**src/hdl/wmsf_pkg.sv**
```systemverilog
// Shared constants and types for the windowed median speed filter.
package wmsf_pkg;

  localparam int WINDOW      = 5;
  localparam int SPEED_W     = 16;
  localparam int POS_W       = $clog2(WINDOW);
  localparam int CNT_W       = $clog2(WINDOW + 1);
  localparam int RANK_W      = $clog2(WINDOW);
  localparam int MEDIAN_RANK = WINDOW / 2;

  // Reset threshold, about 0.05 in Q8.8.
  localparam logic [SPEED_W-1:0] THRESHOLD_RESET = SPEED_W'(13);

  typedef logic [SPEED_W-1:0] speed_t;
  typedef speed_t window_t [WINDOW];

endpackage

```
**src/hdl/wmsf_if.sv**
```systemverilog
// Stream interfaces for speed samples in and filtered results out.
interface wmsf_sample_if
  import wmsf_pkg::*;
  ();
  logic   valid;
  logic   ready;
  speed_t speed_sample;

  modport source (output valid, output speed_sample, input ready);
  modport sink   (input valid, input speed_sample, output ready);
endinterface

interface wmsf_result_if
  import wmsf_pkg::*;
  ();
  logic   valid;
  logic   ready;
  speed_t filtered_speed;
  logic   from_median;

  modport source (output valid, output filtered_speed, output from_median, input ready);
  modport sink   (input valid, input filtered_speed, input from_median, output ready);
endinterface

```
**src/hdl/wmsf_median.sv**
```systemverilog
// Rank-select compare network: picks the middle element of the window.
module wmsf_median
  import wmsf_pkg::*;
(
  input  window_t win,
  output speed_t  median
);

  logic [RANK_W-1:0] rank [WINDOW];

  // Rank each entry; ties break by position so exactly one entry has each rank
  always_comb begin
    for (int i = 0; i < WINDOW; i++) begin
      rank[i] = '0;
      for (int j = 0; j < WINDOW; j++) begin
        if (j < i) begin
          if (win[j] <= win[i]) rank[i] = rank[i] + RANK_W'(1);
        end else if (j > i) begin
          if (win[j] < win[i]) rank[i] = rank[i] + RANK_W'(1);
        end
      end
    end
  end

  // Select the entry whose rank is the middle one
  always_comb begin
    median = '0;
    for (int i = 0; i < WINDOW; i++) begin
      if (rank[i] == RANK_W'(MEDIAN_RANK)) median = median | win[i];
    end
  end

endmodule

```
**src/hdl/windowed_median_speed_filter.sv**
```systemverilog
// Windowed running-median speed filter: top level.
// Takes one Q8.8 speed sample per cycle unless the result side stalls, and
// returns one result per sample via the input register, then the result
// register; the five-entry rank-select compare network and the window update
// sit between those registers. A sample below zero_threshold clears the window
// and yields zero; while the window fills the raw sample is returned; once
// full, the median of the last five samples is returned with from_median set.
// zero_threshold resets to 13 (about 0.05); write it via zero_threshold_we /
// zero_threshold_wdata only while the block is idle; it is not enforced.
module windowed_median_speed_filter
  import wmsf_pkg::*;
(
  input  logic                clk,
  input  logic                rst,
  input  logic                zero_threshold_we,
  input  speed_t              zero_threshold_wdata,
  wmsf_sample_if.sink         sample_in,
  wmsf_result_if.source       result_out
);

  speed_t            zero_threshold;
  logic              s1_valid;
  speed_t            s1_sample;
  window_t           window_store;
  window_t           window_next;
  logic [POS_W-1:0]  write_position;
  logic [POS_W-1:0]  write_position_next;
  logic [CNT_W-1:0]  fill_count;
  logic [CNT_W-1:0]  fill_count_next;
  logic              res_valid;
  speed_t            res_speed;
  logic              res_median;
  speed_t            res_speed_next;
  logic              res_median_next;
  speed_t            median;
  logic              advance;
  logic              stop;
  logic              full;

  // Stage control: result register frees up when empty or taken
  assign advance         = !res_valid || result_out.ready;
  assign sample_in.ready = !s1_valid || advance;

  assign result_out.valid          = res_valid;
  assign result_out.filtered_speed = res_speed;
  assign result_out.from_median    = res_median;

  // Configuration register
  always_ff @(posedge clk) begin
    if (rst) begin
      zero_threshold <= THRESHOLD_RESET;
    end else if (zero_threshold_we) begin
      zero_threshold <= zero_threshold_wdata;
    end
  end

  // Input register
  always_ff @(posedge clk) begin
    if (rst) begin
      s1_valid <= 1'b0;
    end else if (sample_in.ready) begin
      s1_valid <= sample_in.valid;
    end
  end

  always_ff @(posedge clk) begin
    if (sample_in.valid && sample_in.ready) begin
      s1_sample <= sample_in.speed_sample;
    end
  end

  assign stop = s1_sample < zero_threshold;
  assign full = fill_count == CNT_W'(WINDOW);

  // Window update: clear on stop, else write the sample at the write position
  always_comb begin
    for (int i = 0; i < WINDOW; i++) begin
      if (stop) begin
        window_next[i] = '0;
      end else if (write_position == POS_W'(i)) begin
        window_next[i] = s1_sample;
      end else begin
        window_next[i] = window_store[i];
      end
    end
  end

  always_comb begin
    if (stop) begin
      write_position_next = '0;
      fill_count_next     = '0;
    end else begin
      if (write_position == POS_W'(WINDOW - 1)) begin
        write_position_next = '0;
      end else begin
        write_position_next = write_position + POS_W'(1);
      end
      fill_count_next = full ? fill_count : fill_count + CNT_W'(1);
    end
  end

  wmsf_median u_median (
    .win    (window_next),
    .median (median)
  );

  // Choose zero, raw sample or median
  always_comb begin
    if (stop) begin
      res_speed_next  = '0;
      res_median_next = 1'b0;
    end else if (!full) begin
      res_speed_next  = s1_sample;
      res_median_next = 1'b0;
    end else begin
      res_speed_next  = median;
      res_median_next = 1'b1;
    end
  end

  // Window state advances as each beat moves into the result register
  always_ff @(posedge clk) begin
    if (rst) begin
      write_position <= '0;
      fill_count     <= '0;
      for (int i = 0; i < WINDOW; i++) begin
        window_store[i] <= '0;
      end
    end else if (s1_valid && advance) begin
      write_position <= write_position_next;
      fill_count     <= fill_count_next;
      window_store   <= window_next;
    end
  end

  // Result register
  always_ff @(posedge clk) begin
    if (rst) begin
      res_valid <= 1'b0;
    end else if (advance) begin
      res_valid <= s1_valid;
    end
  end

  always_ff @(posedge clk) begin
    if (s1_valid && advance) begin
      res_speed  <= res_speed_next;
      res_median <= res_median_next;
    end
  end

  // Checks on window bookkeeping
  a_fill_bound: assert property (@(posedge clk) disable iff (rst)
    fill_count <= CNT_W'(WINDOW))
    else $error("fill count beyond window size");

  a_pos_bound: assert property (@(posedge clk) disable iff (rst)
    write_position < POS_W'(WINDOW))
    else $error("write position beyond window");

  a_stop_clears: assert property (@(posedge clk) disable iff (rst)
    s1_valid && advance && stop |=>
      fill_count == '0 && write_position == '0 && res_valid && !res_median
      && res_speed == '0)
    else $error("stop sample did not clear window");

  a_fill_raw: assert property (@(posedge clk) disable iff (rst)
    s1_valid && advance && !stop && !full |=>
      res_valid && !res_median && res_speed == $past(s1_sample))
    else $error("filling window did not pass raw sample");

  a_median_when_full: assert property (@(posedge clk) disable iff (rst)
    s1_valid && advance && !stop && full |=> res_valid && res_median && full)
    else $error("full window did not give median");

endmodule
```
**src/flat_wrapper.sv**
```systemverilog
// flat-port wrapper written by rule: the top's interface ports become plain ports
module windowed_median_speed_filter_flat import wmsf_pkg::*;
  (clk, rst, zero_threshold_we, zero_threshold_wdata, sample_in_valid, sample_in_speed_sample, sample_in_ready, result_out_valid, result_out_filtered_speed, result_out_from_median, result_out_ready);
  wmsf_sample_if sample_in_i ();
  wmsf_result_if result_out_i ();
  input  logic clk;
  input  logic rst;
  input  logic zero_threshold_we;
  input  speed_t zero_threshold_wdata;
  input wire logic [$bits(sample_in_i.valid)-1:0] sample_in_valid;
  input wire logic [$bits(sample_in_i.speed_sample)-1:0] sample_in_speed_sample;
  output wire logic [$bits(sample_in_i.ready)-1:0] sample_in_ready;
  output wire logic [$bits(result_out_i.valid)-1:0] result_out_valid;
  output wire logic [$bits(result_out_i.filtered_speed)-1:0] result_out_filtered_speed;
  output wire logic [$bits(result_out_i.from_median)-1:0] result_out_from_median;
  input wire logic [$bits(result_out_i.ready)-1:0] result_out_ready;
  assign sample_in_i.valid = sample_in_valid;
  assign sample_in_i.speed_sample = sample_in_speed_sample;
  assign sample_in_ready = sample_in_i.ready;
  assign result_out_valid = result_out_i.valid;
  assign result_out_filtered_speed = result_out_i.filtered_speed;
  assign result_out_from_median = result_out_i.from_median;
  assign result_out_i.ready = result_out_ready;
  windowed_median_speed_filter u_core (.clk(clk), .rst(rst), .zero_threshold_we(zero_threshold_we), .zero_threshold_wdata(zero_threshold_wdata), .sample_in(sample_in_i), .result_out(result_out_i));
endmodule
```
**config.mk**
```make
export PLATFORM = sky130hd
export DESIGN_NAME = windowed_median_speed_filter_flat
export DESIGN_NICKNAME = d
export VERILOG_FILES = /design/src/hdl/wmsf_pkg.sv /design/src/hdl/wmsf_if.sv /design/src/hdl/wmsf_median.sv /design/src/hdl/windowed_median_speed_filter.sv /design/src/flat_wrapper.sv
export SDC_FILE = /design/constraint.sdc
export NUM_CORES = 1
export LEC_CHECK = 0
export BUFFER_PORTS_ARGS = -buffer_cell sky130_fd_sc_hd__buf_4
export CAP_MARGIN = 20
export CORE_UTILIZATION = 36
export DETAILED_ROUTE_END_ITERATION = 6
export PLACE_DENSITY_LB_ADDON = 0.3
export SYNTH_ARGS = -nofsm -noshare
export SYNTH_HDL_FRONTEND = slang
export SYNTH_HIERARCHICAL = 1
export SYNTH_SLANG_ARGS = --single-unit
```
**constraint.sdc**
```tcl
create_clock -name clk -period 12 [get_ports clk]
set_input_delay 0.6 -clock clk [delete_from_list [all_inputs] [get_ports clk]]
set_output_delay 0.6 -clock clk [all_outputs]
set_load 0.05 [all_outputs]
```
==> report_table.html <==
<table>
<tr><th>Metric</th><th>Value</th></tr>
<tr><th colspan="2">Run status</th></tr>
<tr><td>Run status</td><td>completed</td></tr>
<tr><th colspan="2">Clock tree</th></tr>
<tr><td>Max H-tree Level</td><td>4</td></tr>
<tr><td>CTS Hold Buffers Added</td><td>0</td></tr>
<tr><td>Clock Path Buffers</td><td>2</td></tr>
<tr><td>Clock Sink Count</td><td>137</td></tr>
<tr><td>Buffer type at the clock tree root</td><td>clkbuf_16</td></tr>
<tr><td>Cells resized by post-CTS repair</td><td>0</td></tr>
<tr><td>Total CTS buffers</td><td>17</td></tr>
<tr><td>Clock-pin transition on the worst setup and hold timing paths</td><td>0.06 ns</td></tr>
<tr><td>Worst skew pair latency</td><td>~0.42 ns</td></tr>
<tr><td>Post-CTS setup buffer count</td><td>0</td></tr>
<tr><td>CTS tree</td><td>built</td></tr>
<tr><th colspan="2">Floorplan</th></tr>
<tr><td>Number of placed I/O pins</td><td>56</td></tr>
<tr><td>Die boundary height</td><td>181 um</td></tr>
<tr><td>Die span in x</td><td>181 um</td></tr>
<tr><td>Initial core utilization</td><td>between 30% and 40%</td></tr>
<tr><td>Die footprint</td><td>32,700 um^2</td></tr>
<tr><td>Site row count</td><td>65</td></tr>
<tr><td>Core footprint</td><td>31,600 um^2</td></tr>
<tr><th colspan="2">Pwr</th></tr>
<tr><td>Maximum VDD drop</td><td>0.0767 mV</td></tr>
<tr><td>Static Leak</td><td>0.00494 uW</td></tr>
<tr><td>Ratio of total power to cell area</td><td>134 nW/um^2</td></tr>
<tr><th colspan="2">Synth</th></tr>
<tr><td>Gate count of the mapped netlist</td><td>between 1k and 1.5k</td></tr>
<tr><td>Cell variety after synth</td><td>66</td></tr>
<tr><td>Mean instance size in the synthesized netlist</td><td>7.99 um^2</td></tr>
<tr><td>Number of flip-flops and latches in the synthesized netlist</td><td>137</td></tr>
<tr><td>Post-synth top flop</td><td>dfxtp_1</td></tr>
<tr><td>Part of the Yosys area used for sequential elements</td><td>26.7%</td></tr>
<tr><td>Post-synthesis net count</td><td>1,673</td></tr>
<tr><td>Netlist Area Pre-Place</td><td>11,500 um^2</td></tr>
<tr><td>Number of flops mapped to enable cells by yosys</td><td>33</td></tr>
<tr><td>Total number of yosys warnings</td><td>6</td></tr>
<tr><td>Asr flop ratio synth</td><td>0%</td></tr>
<tr><th colspan="2">Timing</th></tr>
<tr><td>Worst Slack Setup Final</td><td>4.60 ns</td></tr>
<tr><td>Slew @ Worst Pin</td><td>1.10 ns</td></tr>
<tr><td>Setup TNS</td><td>0 ns</td></tr>
<tr><td>Final Critical Period</td><td>7.40 ns</td></tr>
<tr><td>Relative slew margins</td><td>26.9%</td></tr>
<tr><td>RSZ-0062 raised after global routing</td><td>false</td></tr>
<tr><td>Hold Violations, Final</td><td>0</td></tr>
<tr><td>Largest clock skew in the final design</td><td>about 0.0076 ns</td></tr>
<tr><td>Portion of the clock cycle consumed by the worst path in the final layout</td><td>about three fifths</td></tr>
<tr><td>Maximum achievable frequency</td><td>135 MHz</td></tr>
<tr><td>Setup Viol. Count Final</td><td>0</td></tr>
<tr><td>Slew Viols, Final</td><td>0</td></tr>
<tr><th colspan="2">Finish</th></tr>
<tr><td>N_diodes</td><td>0</td></tr>
<tr><td>Most frequent standard cell in the layout excluding fill and tap cells</td><td>nand2_1</td></tr>
<tr><td>Layout net count</td><td>1,684</td></tr>
<tr><td>Fin cells</td><td>1,867</td></tr>
<tr><td>FILL cells</td><td>3,224</td></tr>
<tr><td>Area grow syn2layout</td><td>11.7%</td></tr>
<tr><td>Commonest non-fill, non-tap cells in the layout</td><td>nand2_1, ha_1, inv_1, a21oi_1, dfxtp_1</td></tr>
<tr><td>Share of cells above drive strength 1</td><td>7.85%</td></tr>
<tr><th colspan="2">Routing</th></tr>
<tr><td>Remaining antenna violation count after routing</td><td>0</td></tr>
<tr><td>Post-DR vias/cell</td><td>5.98</td></tr>
<tr><td>DRC violations left</td><td>0</td></tr>
<tr><td>First-iteration detailed-routing DRC count</td><td>1,118</td></tr>
<tr><td>TritonRoute pass-1 iters</td><td>6</td></tr>
<tr><td>Routed wire length</td><td>39,500 um</td></tr>
<tr><td>Detailed-route wire length per cell</td><td>21.2 um</td></tr>
<tr><td>Number of vias in the routed layout</td><td>between 10k and 15k</td></tr>
<tr><th colspan="2">Flow run</th></tr>
<tr><td>Reported max-cap violation count</td><td>0</td></tr>
<tr><th colspan="2">Critical path</th></tr>
<tr><td>Biggest fanout along the worst timing path</td><td>91</td></tr>
<tr><td>Capturing instance or port of the critical path</td><td>u_core/result_out.filtered_speed[0]</td></tr>
<tr><td>Required arrival time at the worst endpoint</td><td>12.26 ns</td></tr>
<tr><td>Buffer and inverter count on the worst path</td><td>2</td></tr>
<tr><td>Kind of critical path</td><td>reg -&gt; reg</td></tr>
<tr><td>Data arrival, critical path</td><td>~7.7 ns</td></tr>
<tr><td>Worst setup path start</td><td>u_core/s1_sample[11]</td></tr>
<tr><td>Origin of the critical flop-to-flop path</td><td>u_core/s1_sample[11]</td></tr>
<tr><td>Critical path's most frequent cell</td><td>ha_1</td></tr>
<tr><td>R2R setup slack</td><td>4.60 ns</td></tr>
<tr><td>Gate family responsible for the most delay along the worst path</td><td>compound AO/OA/AOI/OAI gates</td></tr>
<tr><td>Cells traversed along the worst timing path</td><td>ha_1 &gt; nand4_1 &gt; or4_1 &gt; o211a_4 &gt; buf_16 &gt; a21oi_1 &gt; ha_1 &gt; a21oi_1 &gt; o21ai_0 &gt; a221oi_1 &gt; o211ai_1 &gt; and2_2 &gt; inv_2 &gt; ha_1 &gt; xnor2_1 &gt; ha_1 &gt; nor3b_1 &gt; nand2_1 &gt; o32ai_4 &gt; o221ai_1 &gt; nand4_1 &gt; nand2_1 &gt; a21oi_1</td></tr>
<tr><td>Crit. path cell count</td><td>23</td></tr>
<tr><td>Slowest cell delay on critical path</td><td>0.64 ns</td></tr>
<tr><td>Cell count of the worst reg-to-reg path</td><td>23</td></tr>
<tr><td>End of the worst register-to-register path</td><td>u_core/result_out.filtered_speed[0]</td></tr>
<tr><td>Crit end category</td><td>flip-flop</td></tr>
<tr><td>CP Launch Type</td><td>flip-flop</td></tr>
<tr><td>Slowest-stage cell, CP</td><td>ha_1</td></tr>
<tr><th colspan="2">Placed design</th></tr>
<tr><td>Worst setup slack after placement</td><td>around 4.6 ns</td></tr>
<tr><td>Number of port buffers</td><td>55</td></tr>
<tr><td>Final weighted congestion in routability-driven placement</td><td>0.964</td></tr>
<tr><td>Number of placed instances, taps included</td><td>1,831</td></tr>
<tr><td>Estimated wirelength of the detail-placed design</td><td>between 20,000 and 30,000 um</td></tr>
<tr><th colspan="2">Global routing</th></tr>
<tr><td>Pin count of the biggest net entering global routing</td><td>101</td></tr>
<tr><td>Overflow after GRT</td><td>0</td></tr>
<tr><td>Global-route wire length before repair</td><td>60,900 um</td></tr>
<tr><td>Number of global-route vias before repair</td><td>10.6k</td></tr>
<tr><td>All-Layer GR Usage</td><td>24.1%</td></tr>
<tr><td>Antenna violations before repair</td><td>2</td></tr>
<tr><th colspan="2">Worst hold path</th></tr>
<tr><td>Min-Delay Path Class</td><td>in -&gt; reg</td></tr>
<tr><td>Depth of the worst hold-timing path</td><td>1</td></tr>
</table>
how the worst min path moves through the flow:
stage | from | to | slack, ns
2_1_floorplan | u_core/zero_threshold[0] | u_core/zero_threshold[0] | 0.45
3_3_place_gp | u_core/window_store[31] | u_core/window_store[31] | 0.46
3_5_place_dp | u_core/window_store[29] | u_core/window_store[29] | 0.47
4_1_cts | sample_in_speed_sample[1] | u_core/s1_sample[1] | 0.34
5_1_grt | sample_in_speed_sample[0] | u_core/s1_sample[0] | 0.33
6_report | sample_in_speed_sample[1] | u_core/s1_sample[1] | 0.35
final cells by class:
type | instances | area [um^2] | share of cell area [%]
multi-input cells | 1048 | 7470 | 58.1
well taps | 402 | 503 | 3.91
clock buffers | 23 | 478 | 3.71
clock inverters | 9 | 120 | 0.933
inverters | 184 | 691 | 5.37
flip-flops and latches | 137 | 3070 | 23.9
repair buffers | 64 | 528 | 4.10
power by group:
part           switching [uW]  internal, uW  leakage, uW  total [uW]
Combinational             463           223      0.00349         686
Sequential               14.1           489      0.00116         503
Clock                     200           341     0.000292         541
Total                     677          1050      0.00494        1730
Yosys cell counts (all sizes together) (3+ instances only):
master	instances	area [um^2]
a2111oi	5	88.8
a21boi	3	22.5
a21o	6	45.0
a21oi	168	841
a221oi	4	35.0
a22oi	20	150
and2	7	45.1
and4	6	52.6
buf	25	134
clkbuf	47	176
dfxtp	104	2080
edfxtp	33	991
ha	195	2440
inv	182	683
mux2i	29	290
nand2	234	878
nand2b	4	25.0
nand3	45	225
nand4	50	313
nor2	48	180
nor2b	12	77.6
nor3	6	30.0
nor3b	6	45.0
nor4	7	50.1
o211a	3	30.0
o211ai	13	103
o21a	6	45.0
o21ai	21	109
o221ai	18	164
o2bb2ai	3	26.3
o31ai	18	135
o32ai	81	728
or2	4	25.0
or4	4	30.0
metal layers:
metal / part of all wire (%) / up-vias / global-route usage, %
met5: 0.020 / - / 0
met3: 6.7 / 112 / 3.73
met4: 4.3 / 2 / 10.7
li1: - / 5264 / -
met1: 43 / 5297 / 31.5
met2: 46 / 487 / 39.2
flip-flops by register name, indices dropped and copies added (netlist names):
register                          cells
u_core/window_store                  80
u_core/result_out.filtered_speed     16
u_core/s1_sample                     16
u_core/zero_threshold                16
u_core/fill_count                     3
u_core/write_position                 3
u_core/result_out.from_median         1
u_core/result_out.valid               1
u_core/s1_valid                       1
metrics by stage:
| step | hold WS (ns) | utilization [%] | instance area (um^2) | total power (uW) |
|---|---|---|---|---|
| after detailed placement | 0.468 | 38.6 | 12200 | 1170 |
| after CTS | 0.342 | 40.5 | 12800 | 1710 |
| final | 0.354 | 40.8 | 12900 | 1730 |
| after global placement | 0.463 | 38.6 | 12200 | 1160 |
| after global routing | 0.333 | 40.8 | 12900 | 1810 |
| after floorplan | 0.451 | - | 11500 | 993 |
kinds of logic after synthesis:
group	after synthesis	share of synthesized area (%)
and+or+nand+nor	440	17.7
AOI/OAI and AO/OA	378	22.5
buffers and inverters	256	8.69
adders and majority gates	195	21.2
DFF	137	26.7
muxes	31	2.91
xor gates and xnor gates	4	0.304
Note: power is estimated with default switching activity, not from simulation.
